### src/hdl/hcbd_pkg.sv
package hcbd_pkg;

	localparam int CAP_W = 24;
	localparam logic [CAP_W-1:0] CAP_RESET = 24'd4096;

	localparam logic [7:0] CH_CR = 8'h0D;
	localparam logic [7:0] CH_LF = 8'h0A;
	localparam logic [7:0] CH_SP = 8'h20;
	localparam logic [7:0] CH_TAB = 8'h09;

	typedef enum logic [2:0] {
		PH_HDR   = 3'd0,
		PH_SIZE  = 3'd1,
		PH_LINE  = 3'd2,
		PH_DATA  = 3'd3,
		PH_TRAIL = 3'd4,
		PH_IDLE  = 3'd5
	} phase_t;

	typedef enum logic [1:0] {
		K_BYTE = 2'd0,
		K_DONE = 2'd1,
		K_BAD  = 2'd2,
		K_BIG  = 2'd3
	} kind_t;

	typedef struct packed {
		logic       ok;
		logic [3:0] val;
	} hex_t;

	function automatic hex_t hex_decode(input logic [7:0] b);
		hex_t h;
		h.ok = 1'b1;
		h.val = 4'd0;
		if (b >= 8'h30 && b <= 8'h39) begin
			h.val = 4'(b - 8'h30);
		end else if (b >= 8'h61 && b <= 8'h66) begin
			h.val = 4'(b - 8'h57);
		end else if (b >= 8'h41 && b <= 8'h46) begin
			h.val = 4'(b - 8'h37);
		end else begin
			h.ok = 1'b0;
		end
		return h;
	endfunction

	function automatic logic is_ws(input logic [7:0] b);
		return (b == CH_SP) || (b >= CH_TAB && b <= CH_CR);
	endfunction

endpackage

### src/hdl/http_chunked_body_decoder_unit.sv
// channel   direction  handshake               payload
// resp      in         resp_valid/resp_stall   resp_byte, resp_last
// res       out        res_valid/res_stall     kind, body_byte
// cfg       in         cfg_valid/cfg_ready     body_capacity
//
// one byte per cycle while no result is held by res_stall; an accepted byte sits in the input register
// and its result is loaded into the result register when that register advances, zero or one result per byte
// arst_n clears all control state and sets the capacity to 4096
// res_stall holds the result register while it is valid, and the input register behind it;
// resp_stall rises only while the input register holds a byte that cannot move
module http_chunked_body_decoder_unit #(
	parameter int COUNT_BITS = 24
) (
	input  logic                      clk,
	input  logic                      arst_n,
	input  logic                      resp_valid,
	output logic                      resp_stall,
	input  logic [7:0]                resp_byte,
	input  logic                      resp_last,
	output logic                      res_valid,
	input  logic                      res_stall,
	output hcbd_pkg::kind_t           kind,
	output logic [7:0]                body_byte,
	input  logic                      cfg_valid,
	output logic                      cfg_ready,
	input  logic [hcbd_pkg::CAP_W-1:0] body_capacity
);
	import hcbd_pkg::*;

	localparam int TOT_W = (COUNT_BITS > CAP_W) ? COUNT_BITS : CAP_W;
	localparam int CMP_W = TOT_W + 1;

	logic                  valid_s1;
	logic [7:0]            byte_s1;
	logic                  last_s1;

	logic [CAP_W-1:0]      cap_q;
	phase_t                phase_q, phase_n;
	logic [1:0]            match_q, match_n;
	logic [COUNT_BITS-1:0] chunk_q, chunk_n;
	logic [COUNT_BITS-1:0] left_q, left_n;
	logic [TOT_W-1:0]      total_q, total_n;
	logic                  digit_q, digit_n;
	logic                  cr_q, cr_n;

	logic                  res_valid_q;
	kind_t                 kind_q;
	logic [7:0]            body_byte_q;

	logic                  adv;
	logic                  emit;
	kind_t                 ekind;
	logic                  hit;
	hex_t                  hx;
	logic [7:0]            hdr_chr;
	logic [CMP_W-1:0]      cap_x;
	logic [CMP_W-1:0]      sum_x;
	logic                  total_big;

	assign adv = !res_valid_q || !res_stall;
	assign resp_stall = valid_s1 && !adv;
	assign cfg_ready = 1'b1;
	assign res_valid = res_valid_q;
	assign kind = kind_q;
	assign body_byte = body_byte_q;

	always_ff @(posedge clk or negedge arst_n) begin
		if (!arst_n) begin
			valid_s1 <= 1'b0;
		end else if (!resp_stall) begin
			valid_s1 <= resp_valid;
		end
	end

	always_ff @(posedge clk) begin
		if (resp_valid && !resp_stall) begin
			byte_s1 <= resp_byte;
			last_s1 <= resp_last;
		end
	end

	always_ff @(posedge clk or negedge arst_n) begin
		if (!arst_n) begin
			cap_q <= CAP_RESET;
		end else if (cfg_valid && cfg_ready) begin
			cap_q <= body_capacity;
		end
	end

	always_ff @(posedge clk or negedge arst_n) begin
		if (!arst_n) begin
			phase_q <= PH_HDR;
			match_q <= '0;
			chunk_q <= '0;
			left_q <= '0;
			total_q <= '0;
			digit_q <= 1'b0;
			cr_q <= 1'b0;
		end else if (valid_s1 && adv) begin
			phase_q <= phase_n;
			match_q <= match_n;
			chunk_q <= chunk_n;
			left_q <= left_n;
			total_q <= total_n;
			digit_q <= digit_n;
			cr_q <= cr_n;
		end
	end

	always_ff @(posedge clk or negedge arst_n) begin
		if (!arst_n) begin
			res_valid_q <= 1'b0;
		end else if (adv) begin
			res_valid_q <= valid_s1 && emit;
		end
	end

	always_ff @(posedge clk) begin
		if (adv && valid_s1 && emit) begin
			kind_q <= ekind;
			body_byte_q <= (ekind == K_BYTE) ? byte_s1 : 8'd0;
		end
	end

	assign cap_x = CMP_W'(cap_q);
	assign sum_x = CMP_W'(total_q) + CMP_W'(chunk_q);
	assign total_big = CMP_W'(total_q) >= cap_x;
	assign hx = hex_decode(byte_s1);
	assign hdr_chr = match_q[0] ? CH_LF : CH_CR;
	assign hit = cr_q && (byte_s1 == CH_LF);

	always_comb begin
		phase_n = phase_q;
		match_n = match_q;
		chunk_n = chunk_q;
		left_n = left_q;
		total_n = total_q;
		digit_n = digit_q;
		cr_n = cr_q;
		emit = 1'b0;
		ekind = K_BYTE;
		unique case (phase_q)
			PH_HDR: begin
				if (byte_s1 == hdr_chr) begin
					if (match_q == 2'd3) begin
						match_n = '0;
						phase_n = PH_SIZE;
						digit_n = 1'b0;
						chunk_n = '0;
					end else begin
						match_n = match_q + 2'd1;
					end
				end else begin
					match_n = {1'b0, byte_s1 == CH_CR};
				end
			end
			PH_SIZE: begin
				if (!digit_q && is_ws(byte_s1)) begin
					phase_n = PH_SIZE;
				end else if (hx.ok) begin
					digit_n = 1'b1;
					if (chunk_q[COUNT_BITS-1 -: 4] != 4'd0) begin
						chunk_n = '1;
					end else begin
						chunk_n = {chunk_q[COUNT_BITS-5:0], hx.val};
					end
				end else if (chunk_q == '0) begin
					phase_n = PH_IDLE;
					emit = 1'b1;
					ekind = total_big ? K_BIG : K_DONE;
				end else begin
					phase_n = PH_LINE;
					cr_n = (byte_s1 == CH_CR);
				end
			end
			PH_LINE: begin
				cr_n = (byte_s1 == CH_CR);
				if (hit) begin
					if (sum_x >= cap_x) begin
						phase_n = PH_IDLE;
						emit = 1'b1;
						ekind = K_BIG;
					end else begin
						left_n = chunk_q;
						phase_n = PH_DATA;
					end
				end
			end
			PH_DATA: begin
				if (!last_s1) begin
					emit = 1'b1;
					ekind = K_BYTE;
					total_n = total_q + TOT_W'(1);
					left_n = left_q - COUNT_BITS'(1);
					if (left_q == COUNT_BITS'(1)) begin
						phase_n = PH_TRAIL;
						cr_n = 1'b0;
					end
				end
			end
			PH_TRAIL: begin
				cr_n = (byte_s1 == CH_CR);
				if (hit) begin
					phase_n = PH_SIZE;
					digit_n = 1'b0;
					chunk_n = '0;
				end
			end
			default: begin
				phase_n = phase_q;
			end
		endcase

		if (last_s1) begin
			if (!emit && phase_n != PH_IDLE) begin
				emit = 1'b1;
				if (phase_n == PH_SIZE && digit_n && chunk_n == '0) begin
					ekind = (CMP_W'(total_n) >= cap_x) ? K_BIG : K_DONE;
				end else begin
					ekind = K_BAD;
				end
			end
			phase_n = PH_HDR;
			match_n = '0;
			chunk_n = '0;
			left_n = '0;
			total_n = '0;
			digit_n = 1'b0;
			cr_n = 1'b0;
		end
	end

	a_data_left: assert property (@(posedge clk) disable iff (!arst_n)
		phase_q == PH_DATA |-> left_q != '0)
		else $error("data phase with nothing left");

	a_byte_zero: assert property (@(posedge clk) disable iff (!arst_n)
		res_valid && kind != K_BYTE |-> body_byte == 8'd0)
		else $error("status result carries a byte");

	a_stall_src: assert property (@(posedge clk) disable iff (!arst_n)
		resp_stall |-> valid_s1 && res_valid_q && res_stall)
		else $error("input stalled without a blocked result");

endmodule

### config.mk
export PLATFORM = sky130hd
export DESIGN_NAME = http_chunked_body_decoder_unit
export DESIGN_NICKNAME = d
export VERILOG_FILES = /design/src/hdl/hcbd_pkg.sv /design/src/hdl/http_chunked_body_decoder_unit.sv
export SDC_FILE = /design/constraint.sdc
export NUM_CORES = 1
export LEC_CHECK = 0
export BUFFER_PORTS_ARGS = -buffer_cell sky130_fd_sc_hd__buf_2
export CAP_MARGIN = 20
export CORE_UTILIZATION = 63
export DETAILED_ROUTE_END_ITERATION = 10
export PLACE_DENSITY = 0.92
export SYNTH_ARGS = -nofsm -noshare
export SYNTH_HDL_FRONTEND = slang
export SYNTH_SLANG_ARGS = --single-unit
### constraint.sdc
create_clock -name clk -period 5.42 [get_ports clk]
set_input_delay 0.271 -clock clk [delete_from_list [all_inputs] [get_ports clk]]
set_output_delay 0.271 -clock clk [all_outputs]
set_load 0.1 [all_outputs]
# Word-level counts from Yosys, hierarchy flattened
# Index checks and enable logic that the tools add are counted.
[op_classes]
n_addsub = 7
n_lt_le_gt_ge = 11
n_eq_ne = 18
mux = 71
reduce_logical = 34
[ops]
columns = ["operator", "count"]
rows = [
  ["$mux W24", 13],
  ["$pmux W24 S3", 1],
  ["$ge A24 B24 Y1", 2],
  ["$logic_not A24 Y1", 2],
  ["$pmux W24 S2", 1],
  ["$mux W3", 12],
  ["$mux W2", 14],
  ["$add A24 B24 Y25", 1],
  ["$ge A25 B24 Y1", 1],
  ["$add A24 B1 Y24 const B", 1],
  ["$eq A24 B1 Y1 const B", 1],
  ["$sub A24 B1 Y24 const B", 1],
  ["$mux W1", 22],
  ["$ne A3 B3 Y1 const B", 7],
  ["$eq A8 B4 Y1 const B", 2],
  ["$ge A8 B7 Y1 const B", 2],
  ["$le A8 B7 Y1 const B", 2],
  ["$pmux W3 S5", 1],
  ["$logic_and A1 B1 Y1", 14],
  ["$mux W4", 3],
  ["$pmux W1 S3", 3],
  ["$eq A8 B4 Y1", 1],
  ["$eq A8 B6 Y1 const B", 1],
  ["$ge A8 B4 Y1 const B", 1],
  ["22 further kinds", 32],
]
[word_totals]
reg_bits = 124
inputBits = 38
elab_cells = 155

# Logic depth before layout (Yosys ltp)
[logic_depth]
depth_word = 15
depth_mapped = 21

# Worst setup path after synthesis
# No wires, ideal clock.
[synth_path]
kind = "register to register"
from = "register total_q[0]"
to = "register body_byte_q[0], in the netlist body_byte[0], enable pin"
setup_time_ns = 0.380
arrival_time_ns = 4.451
setup_slack_ns = 0.589
stages_incl_launch_ff = 22
path_cell_list = "dfrtp_1 > ha_1 > inv_1 > fa_1 > nor2b_1 > o31a_1 > o211ai_1 > a21oi_1 > o31ai_1 > a22oi_1 > or4b_1 > nand3_1 > ha_1 > and3_1 > and4_1 > a32oi_1 > o2111a_1 > and2_1 > a21oi_1 > o21ai_1 > clkbuf_1 > a21oi_1"
[synth_via]
elab_chain_cells = 10
elab_cells_between_ends = 14
[synth_lines]
columns = ["item", "line", "rtl"]
rows = [
  ["from (decl)", "http_chunked_body_decoder_unit.sv:42", "logic [TOT_W-1:0] total_q, total_n;"],
  ["from (signal assigned)", "http_chunked_body_decoder_unit.sv:104", "total_q <= total_n;"],
  ["$add A24 B24 Y25 *", "http_chunked_body_decoder_unit.sv:126", "assign sum_x = CMP_W'(total_q) + CMP_W'(chunk_q);"],
  ["$ge A25 B24 Y1 *", "http_chunked_body_decoder_unit.sv:179", "if (sum_x >= cap_x) begin"],
  ["$mux W3 / $mux W1 (equally long branches)", "http_chunked_body_decoder_unit.sv:179", ""],
  ["$mux W3 / $mux W1 (equally long branches)", "http_chunked_body_decoder_unit.sv:178", "if (hit) begin"],
  ["$pmux W3 S5 / $pmux W1 S3 (equally long branches)", "http_chunked_body_decoder_unit.sv:142", "unique case (phase_q)"],
  ["$ne A3 B3 Y1 / $logic_not A1 Y1 (equally long branches)", "http_chunked_body_decoder_unit.sv:215", "if (!emit && phase_n != PH_IDLE) begin"],
  ["$logic_and A1 B1 Y1", "http_chunked_body_decoder_unit.sv:215", ""],
  ["$mux W1", "http_chunked_body_decoder_unit.sv:215", ""],
  ["$mux W1 *", "http_chunked_body_decoder_unit.sv:214", "if (last_s1) begin"],
  ["$logic_and A1 B1 Y1 *", "http_chunked_body_decoder_unit.sv:119", "if (adv && valid_s1 && emit) begin"],
  ["to (signal assigned)", "http_chunked_body_decoder_unit.sv:121", "body_byte_q <= (ekind == K_BYTE) ? byte_s1 : 8'd0;"],
  ["to (decl)", "http_chunked_body_decoder_unit.sv:48", "logic [7:0] body_byte_q;"],
]
# Every way passes the cells marked *; elsewhere a longest branch is shown, timed or not.
# A chain may end at the register's enable or synchronous reset.

# Final worst setup path
[layout_path]
from = "register total_q[0]"
to = "register left_q[4]"
[layout_via]
elab_chain_cells = 4
[layout_lines]
columns = ["item", "line", "rtl"]
rows = [
  ["$add A24 B24 Y25", "http_chunked_body_decoder_unit.sv:126", ""],
  ["$ge A25 B24 Y1", "http_chunked_body_decoder_unit.sv:179", ""],
  ["$ne A3 B3 Y1 (no line)", "--", ""],
  ["$reduce_and A4 Y1 (no line)", "--", ""],
  ["to (signal assigned)", "http_chunked_body_decoder_unit.sv:103", "left_q <= left_n;"],
  ["to (decl)", "http_chunked_body_decoder_unit.sv:41", "logic [COUNT_BITS-1:0] left_q, left_n;"],
]
# Every way passes these cells.

==> results.toml <==
[timing]
fin_skew_ns = 0.01129
setup_ws_ns = 0.3053
setup_violations = 0
finalCritPeriodShare_pct = 94.37
fin_tns_setup_ns = 0
whs_ns = 0.005095
max_slew_margin_pct = 34.51
hold_viol_final = 0
post-route-min-period_ns = 5.115
rsz0062_at_grt = "no"
fmaxAchievable_mhz = 195.5
final-max-slew-violation-count = 0
worst_pin_slew_ns = 0.9734

[critical_path]
arrival_ns = 5.40
cp_num_buf_inv = 2
path_max_fanout = 25
critical_path.top_delay_family = "compound AO/OA/AOI/OAI gates"
cpPeakStageDelay_ns = 0.53
criticalPathCategory = "reg -> reg"
cp-end-kind = "register"
crit_required_ns = 5.70
crit_slowest_cell = "or4b_1"
cp_cell_sequence = "ha_1 -> inv_1 -> fa_1 -> nor2b_1 -> o31a_1 -> o211ai_1 -> a21oi_1 -> o31ai_2 -> a22oi_1 -> or4b_1 -> nand3_1 -> ha_1 -> a21o_1 -> a2111oi_1 -> o2111a_1 -> and2_1 -> a41oi_2 -> buf_4 -> o31ai_1 -> o31ai_1"
critical_path.startpoint_type = "register"

[cells_and_area]
area_delta_synth_final_pct = 11.74
antennaDiodeCount = 0
num-fill-cells = 1109
drive_gt1_share_pct = 10.65
final_cells = 1450
nets = 1369

[placement]
post-dp-hpwl_um = 19870
gp_congestion = 1.012
dp_slack_ns = 0.09198
port_buffers = 49
placed_cells = 1412

[synth]
synth_top_area_share_pct = 26.40
yosysTopAreaCell = "dfrtp_1"
ys_types = 77
synthFlopType = "dfrtp_1"
synth_common_cells = "nand2_1, nor2_1, dfrtp_1, ha_1, o21ai_0"
ys_warn_count = 0
syn_nets = 1323
syn_area_mm2 = 0.009859
synth_seq_cells = 124
synthCells = 1180
syn_avg_cell_area_um2 = 8.355
synthArstFlopShare_pct = 84.68
netlist_top_cells_area = "dfrtp_1, ha_1, edfxtp_1, o21ai_0, nand2_1"
ys_seq_area_share_pct = 32.45
synth_edf_count = 19
synth_most_common_cell = "nand2_1"

[global_route]
grt_max_degree = 69
grt_pass1_vias = 9167
antenna_found_initial = 0
grt_pass1_wl_um = 46350
overflow = 0
grt_usage_pct = 36.67

[route]
drc = 0
antenna_left = 0
firstDrtPassIters = 8
num_vias = 9741
initialDrtViolationCount = 1378
vias_per_cell = 6.718
wl_per_cell_um = 19.73
routed_wl_um = 28610

[clocking]
path_clk_slew_ns = 0.06
insertion_delay_ns = 0.44
tritoncts = "done"
numCtsBuffers = 17
clock_path_buffers = 2
cts_root_buf = "clkbuf_16"
htreeDepth = 4
cts.sinks = 124

[power]
pwr_density_cell_mw_per_mm2 = 307.2
p_leak_nw = 5.156
vdd_drop_max_uv = 306.5
post-layout-total-power_w = 0.003384

[floorplan]
coreArea_mm2 = 0.01526
ios = 51
die_w_um = 127.1
chipHeight_um = 127.1
rows = 45
die_area_mm2 = 0.01615
initial_utilization_pct = 64.62

[worst_hold_path]
hp-class = "in -> reg"

[job]
maxCapViolCount = 0

[run_status]
status = "finished, final reports clean"
-- flip-flops by register name (all words and copies together) (netlist names), 2 cells and up --
register   count
kind           2
total_q       24
cap_q         24
body_byte      8
phase_q        3
match_q        2
chunk_q       24
byte_s1        8
left_q        24
-- layer usage --
layer | up-vias | GRT usage, % | routed length, um
met1 | 4560 | 46.73 | 11260
met5 | - | 0 | 0
met3 | 150 | 9.715 | 2907
li1 | 4434 | - | -
met2 | 597 | 57.53 | 13080
met4 | 0 | 18.98 | 1369
-- where the power goes --
group	total (W)	internal (W)	switching (W)
Combinational	0.00116	0.000366	0.000789
Clock	0.00112	0.000636	0.000483
Sequential	0.00111	0.00103	0.0000799
Total	0.00338	0.00203	0.00135
-- cells by family (layout without fill, tap and decap cells) --
kind of cell,Yosys count,after routing,share of synthesized area (%)
other,1,1,0.03803
muxes,15,15,1.548
xor gates and xnor gates,41,41,3.642
and+or+nand+nor,421,421,21.00
AOI/OAI and AO/OA,368,368,23.68
DFF,124,124,32.45
adders and majority gates,105,105,13.40
buffers and inverters,105,164,4.238
-- layout by cell type, fill, tap and decap left out, types with 11 or more instances in the layout --
cell type,n
a21o_1,22
a21oi_1,95
a22oi_1,14
and2_1,17
buf_2,48
buf_4,29
clkbuf_16,17
dfrtp_1,104
edfxtp_1,19
ha_1,104
inv_1,48
mux2i_1,13
nand2_1,131
nand3_1,31
nor2_1,115
nor3_1,27
nor4_1,19
o21ai_0,100
o21ai_1,11
o31ai_1,41
xnor2_1,24
xor2_1,17
-- final cells by class --
| type | count | area [um^2] | area share [%] |
|---|---|---|---|
| Clock buffer | 17 | 425.4 | 3.861 |
| Clock inverter | 15 | 141.4 | 1.283 |
| Inverter | 49 | 183.9 | 1.670 |
| Multi-Input combinational cell | 951 | 6270 | 56.91 |
| Sequential cell | 124 | 3199 | 29.04 |
| Tap cell | 211 | 264.0 | 2.396 |
| Timing Repair Buffer | 83 | 533.0 | 4.838 |
-- through the flow --
step,instance area [um^2],utilization (%)
floorplan,9859,-
global placement,10360,67.88
global route,11020,72.20
detailed placement,10360,67.88
CTS,10940,71.69
finish,11020,72.20
-- final timing paths --
kind	startpoint	end	slack, ns	cells past startpoint
worst max-delay path	total_q[0]	left_q[4]	0.31	20
worst min-delay path	resp_byte[0]	byte_s1[0]	0.005	1
worst max register to register	total_q[0]	left_q[4]	0.31	20
worst min register to register	left_q[15]	left_q[15]	0.51	2
max in group asynchronous	arst_n	left_q[14]	3.79	3
min in group asynchronous	arst_n	cap_q[21]	0.41	2
-- repair_timing --
item,4_1_cts,5_1_grt
setup buffers,0,0
hold endpoints to repair,48,3
setup endpoints to repair,10,36
gates resized for setup,1,3
hold buffers,1,3
Power figures use the tool's default switching activity.
